### src/hw/rtl/fqi_pkg.sv
package fqi_pkg;

  localparam int DEPTH = 64;
  localparam int IDX_W = $clog2(DEPTH);
  localparam int CNT_W = $clog2(DEPTH + 1);

  // fixed field widths
  localparam int OP_W   = 2;
  localparam int POS_W  = 7;
  localparam int DATA_W = 32;
  localparam int STAT_W = 2;
  localparam int OCC_W  = 7;

  localparam logic [OP_W-1:0] OP_PUSH   = 2'd0;
  localparam logic [OP_W-1:0] OP_POP    = 2'd1;
  localparam logic [OP_W-1:0] OP_INSERT = 2'd2;

  localparam logic [STAT_W-1:0] ST_OK      = 2'd0;
  localparam logic [STAT_W-1:0] ST_EMPTY   = 2'd1;
  localparam logic [STAT_W-1:0] ST_INVALID = 2'd2;
  localparam logic [STAT_W-1:0] ST_FULL    = 2'd3;

  localparam logic signed [DATA_W-1:0] NO_WORD = -32'sd1;

  typedef enum logic [1:0] {
    CMD_HOLD,
    CMD_INSERT,
    CMD_POP
  } cmd_kind_t;

  // broadcast to every cell in the row
  typedef struct packed {
    cmd_kind_t                 kind;
    logic [IDX_W-1:0]          slot;
    logic signed [DATA_W-1:0]  value;
  } cell_cmd_t;

endpackage

### src/hw/rtl/fqi_cell.sv
module fqi_cell (
  input  logic                              clk,
  input  logic [fqi_pkg::IDX_W-1:0]         idx,
  input  fqi_pkg::cell_cmd_t                cmd,
  input  logic signed [fqi_pkg::DATA_W-1:0] prev_data,
  input  logic signed [fqi_pkg::DATA_W-1:0] next_data,
  output logic signed [fqi_pkg::DATA_W-1:0] data
);
  import fqi_pkg::*;

  logic signed [DATA_W-1:0] data_r;
  logic signed [DATA_W-1:0] data_nxt;

  // insert: the slot loads the new word, everything behind moves back one;
  // pop: everything moves forward one
  always_comb begin
    data_nxt = data_r;
    case (cmd.kind)
      CMD_INSERT: begin
        if (idx == cmd.slot) begin
          data_nxt = cmd.value;
        end else if (idx > cmd.slot) begin
          data_nxt = prev_data;
        end
      end
      CMD_POP:  data_nxt = next_data;
      default:  data_nxt = data_r;
    endcase
  end

  always_ff @(posedge clk) begin
    data_r <= data_nxt;
  end

  assign data = data_r;

endmodule

### config.mk
export PLATFORM = sky130hd
export DESIGN_NAME = fqi_cell
export DESIGN_NICKNAME = d
export VERILOG_FILES = /design/src/hw/rtl/fqi_pkg.sv /design/src/hw/rtl/fqi_cell.sv
export SDC_FILE = /design/constraint.sdc
export NUM_CORES = 1
export LEC_CHECK = 0
export BUFFER_PORTS_ARGS = -buffer_cell sky130_fd_sc_hd__buf_2
export CORE_MARGIN = 3
export CORE_UTILIZATION = 40
export CTS_CLUSTER_SIZE = 25
export DETAILED_ROUTE_END_ITERATION = 8
export PLACE_DENSITY_LB_ADDON = 0.1
export SLEW_MARGIN = 25
export SYNTH_ARGS = -nofsm -noshare
export SYNTH_HDL_FRONTEND = slang
export SYNTH_SLANG_ARGS = --single-unit
### constraint.sdc
create_clock -name clk -period 5.1 [get_ports clk]
set_input_delay 1.02 -clock clk [delete_from_list [all_inputs] [get_ports clk]]
set_output_delay 1.02 -clock clk [all_outputs]
set_load 0.005 [all_outputs]
==> impl_metrics.py <==
metrics = {
    "outcome": {
        "status": "finished, final reports clean",
    },
    "die": {
        "die_area_um2": 6080,
        "fp-row-count": 25,
        "initial_core_util_pct": 42.7,
        "core_area_um2": 4850,
        "die_h_um": 78.0,
        "io_pins": 143,
        "die_width_um": 78.0,
    },
    "sta": {
        "relSlewSlack_pct": 55.0,
        "setup_tns_ps": 0,
        "fin_crit_sh_pct": 62.3,
        "tightest_slew_ps": 673,
        "fin_crit_ps": 3180,
        "finalSetupViolCount": 0,
        "layout_setup_ws_ps": 1920,
        "hold_violations": 0,
        "rsz0062_at_grt": "no",
        "finalMaxSlewViolations": 0,
        "max_freq_mhz": 315,
        "hold_ws_ps": 1090,
    },
    "layout": {
        "regArea_um2": 961,
        "syn_to_final_growth_pct": 33.6,
        "multi_input_area_um2": 858,
        "fill_cells": 472,
        "post_route_cells_drive_above_1_share_pct": 45.6,
        "num_antenna_cells": 0,
        "stdcell_count": 407,
        "largest_reg_flops": 32,
        "fin_util_pct": 57.1,
        "final_net_count": 456,
    },
    "grt": {
        "grt_pass1_wl_mm": 9.09,
        "antenna_found_initial": 0,
        "grtUsageTotal_pct": 18.7,
        "grt_pass1_vias": 2006,
        "grt_max_degree": 66,
        "grt_overflow": 0,
    },
    "synthesis": {
        "synth_ff_type": "edfxtp_1",
        "ys_top_cells_by_area": "edfxtp_1 46%, nand4_1 10%, a31oi_1 9.7%",
        "async_reset_ff_share_pct": 0,
        "synth_edf_count": 32,
        "synth.net_count": 326,
        "yosys.area.top_type_share_pct": 46.4,
        "syn_avg_cell_area_um2": 9.91,
        "synth_area_um2": 2070,
        "synth_cell_type_count": 24,
        "ys_ff_latch": 32,
        "yosysWarnings": 0,
        "yosysSeqAreaShare_pct": 46.4,
        "yosysTopAreaCell": "edfxtp_1",
        "postSynthCellCount": 209,
    },
    "routing": {
        "vias": 2158,
        "drc": 0,
        "ant_nets": 0,
        "first_iter_violations": 111,
        "firstDrtPassIters": 5,
        "drt_wl_total_mm": 5.99,
        "wl_per_cell_um": 14.7,
        "viasPerCell": 5.30,
    },
    "critical_path": {
        "crit_arrival_ps": 3160,
        "end_kind": "register",
        "crit_path_start_kind": "input pin",
        "cp.required_ps": 5080,
        "worstSetupPathType": "input pin to register",
        "cp_max_fo": 33,
    },
    "cts": {
        "cts-root-buf": "clkbuf_8",
        "cts_max_level": 2,
        "cts_tree": "done",
        "clock-sinks": 32,
        "cts_setup_buffers": 0,
        "path_clk_slew_ps": 70,
        "cts_buffers": 5,
        "holdBufCountCts": 0,
        "cts_resized": 0,
        "clock_path_buffers": 2,
    },
    "placed_design": {
        "gp_congestion": 0.800,
        "preCtsSetupSlack_ps": 1640,
        "dp.cells": 399,
        "portBuffers": 142,
        "dp_hpwl_mm": 4.52,
    },
    "power": {
        "p_seq_share_pct": 48.7,
        "switching_share_pct": 27.7,
        "ir_worst_vdd_mv": 0.106,
        "leakage_nw": 1.20,
        "power_frac_clock_pct": 25.4,
        "p_int_mw": 0.519,
        "power_density_nw_per_um2": 259,
        "pwr-share-comb_pct": 25.9,
        "p_sw_mw": 0.198,
    },
    "job": {
        "drv_cap": 0,
    },
    "hold_path": {
        "hold_path_class": "input pin to register",
    },
}
## cells in the mapped netlist (2+ instances only)
| cell | number |
|---|---|
| a21oi_1 | 2 |
| clkbuf_2 | 4 |
| inv_1 | 6 |
| a31oi_1 | 32 |
| edfxtp_1 | 32 |
| clkbuf_8 | 9 |
| ha_1 | 6 |
| nand2_1 | 2 |
| nand4_1 | 33 |
| nor2_1 | 32 |
| buf_6 | 6 |
| o21ai_0 | 33 |
## logic make-up (layout without fill, tap and decap cells)
logic type               count (synthesis)  in the layout  synth area share (%)
buffers and inverters                   31            162                  13.5
adder cells (fa/ha/maj)                  6              6                  3.62
XOR/XNOR                                 1              1                 0.423
AO/OA/AOI/OAI                           69             69                  19.0
AND/OR/NAND/NOR                         70             70                  17.2
flip-flops                              32             32                  46.4
## metrics by stage
step | cell area (um^2) | total power, mW
after floorplan | 2070 | 0.456
after global placement | 2670 | 0.536
after detailed placement | 2690 | 0.542
after CTS | 2770 | 0.722
after global routing | 2770 | 0.755
final | 2770 | 0.717
## layer usage
metal	wire length, um	GRT usage [%]	share of wire (%)
met1	2440	22.6	41
met2	3010	32.6	50
met3	460	4.76	7.7
met4	74	5.59	1.2
met5	0	0	0
## layout make-up
cell class | count | area share, %
sequential | 32 | 34.7
multi-input combinational | 146 | 31.0
inverter | 6 | 0.813
clock inverter | 1 | 0.136
tap | 67 | 3.03
clock buffer | 7 | 2.76
timing repair buffer | 148 | 27.6
## layout by cell type, fill, tap and decap left out, types with 5 or more instances in the layout
| cell | synthesis | routed |
|---|---|---|
| buf_2 | 1 | 142 |
| nand4_1 | 33 | 33 |
| o21ai_0 | 33 | 33 |
| nor2_1 | 32 | 32 |
| a31oi_1 | 32 | 32 |
| edfxtp_1 | 32 | 32 |
| inv_1 | 6 | 6 |
| ha_1 | 6 | 6 |
| clkbuf_8 | 9 | 5 |
| buf_4 | 1 | 5 |
## power groups by stage
stage	sequential [mW]	combinational, mW	clock (mW)
finish	0.349	0.186	0.182
global route	0.353	0.205	0.197
CTS	0.350	0.186	0.186
detailed placement	0.356	0.186	0
global placement	0.355	0.181	0
floorplan	0.363	0.0924	0
## worst max-delay path: stages
cell and delay (ps):
buf_2 70, inv_1 30, ha_1 610, nand2_1 90
buf_4 240, o22a_1 260, a41oi_4 560, buf_8 250
## final timing paths
| check | from | to | slack [ps] | cells after the start |
|---|---|---|---|---|
| max | cmd[33] | data[16] | 1920 | 8 |
| min | next_data[30] | data[30] | 1090 | 3 |
Power figures use the tool's default switching activity.
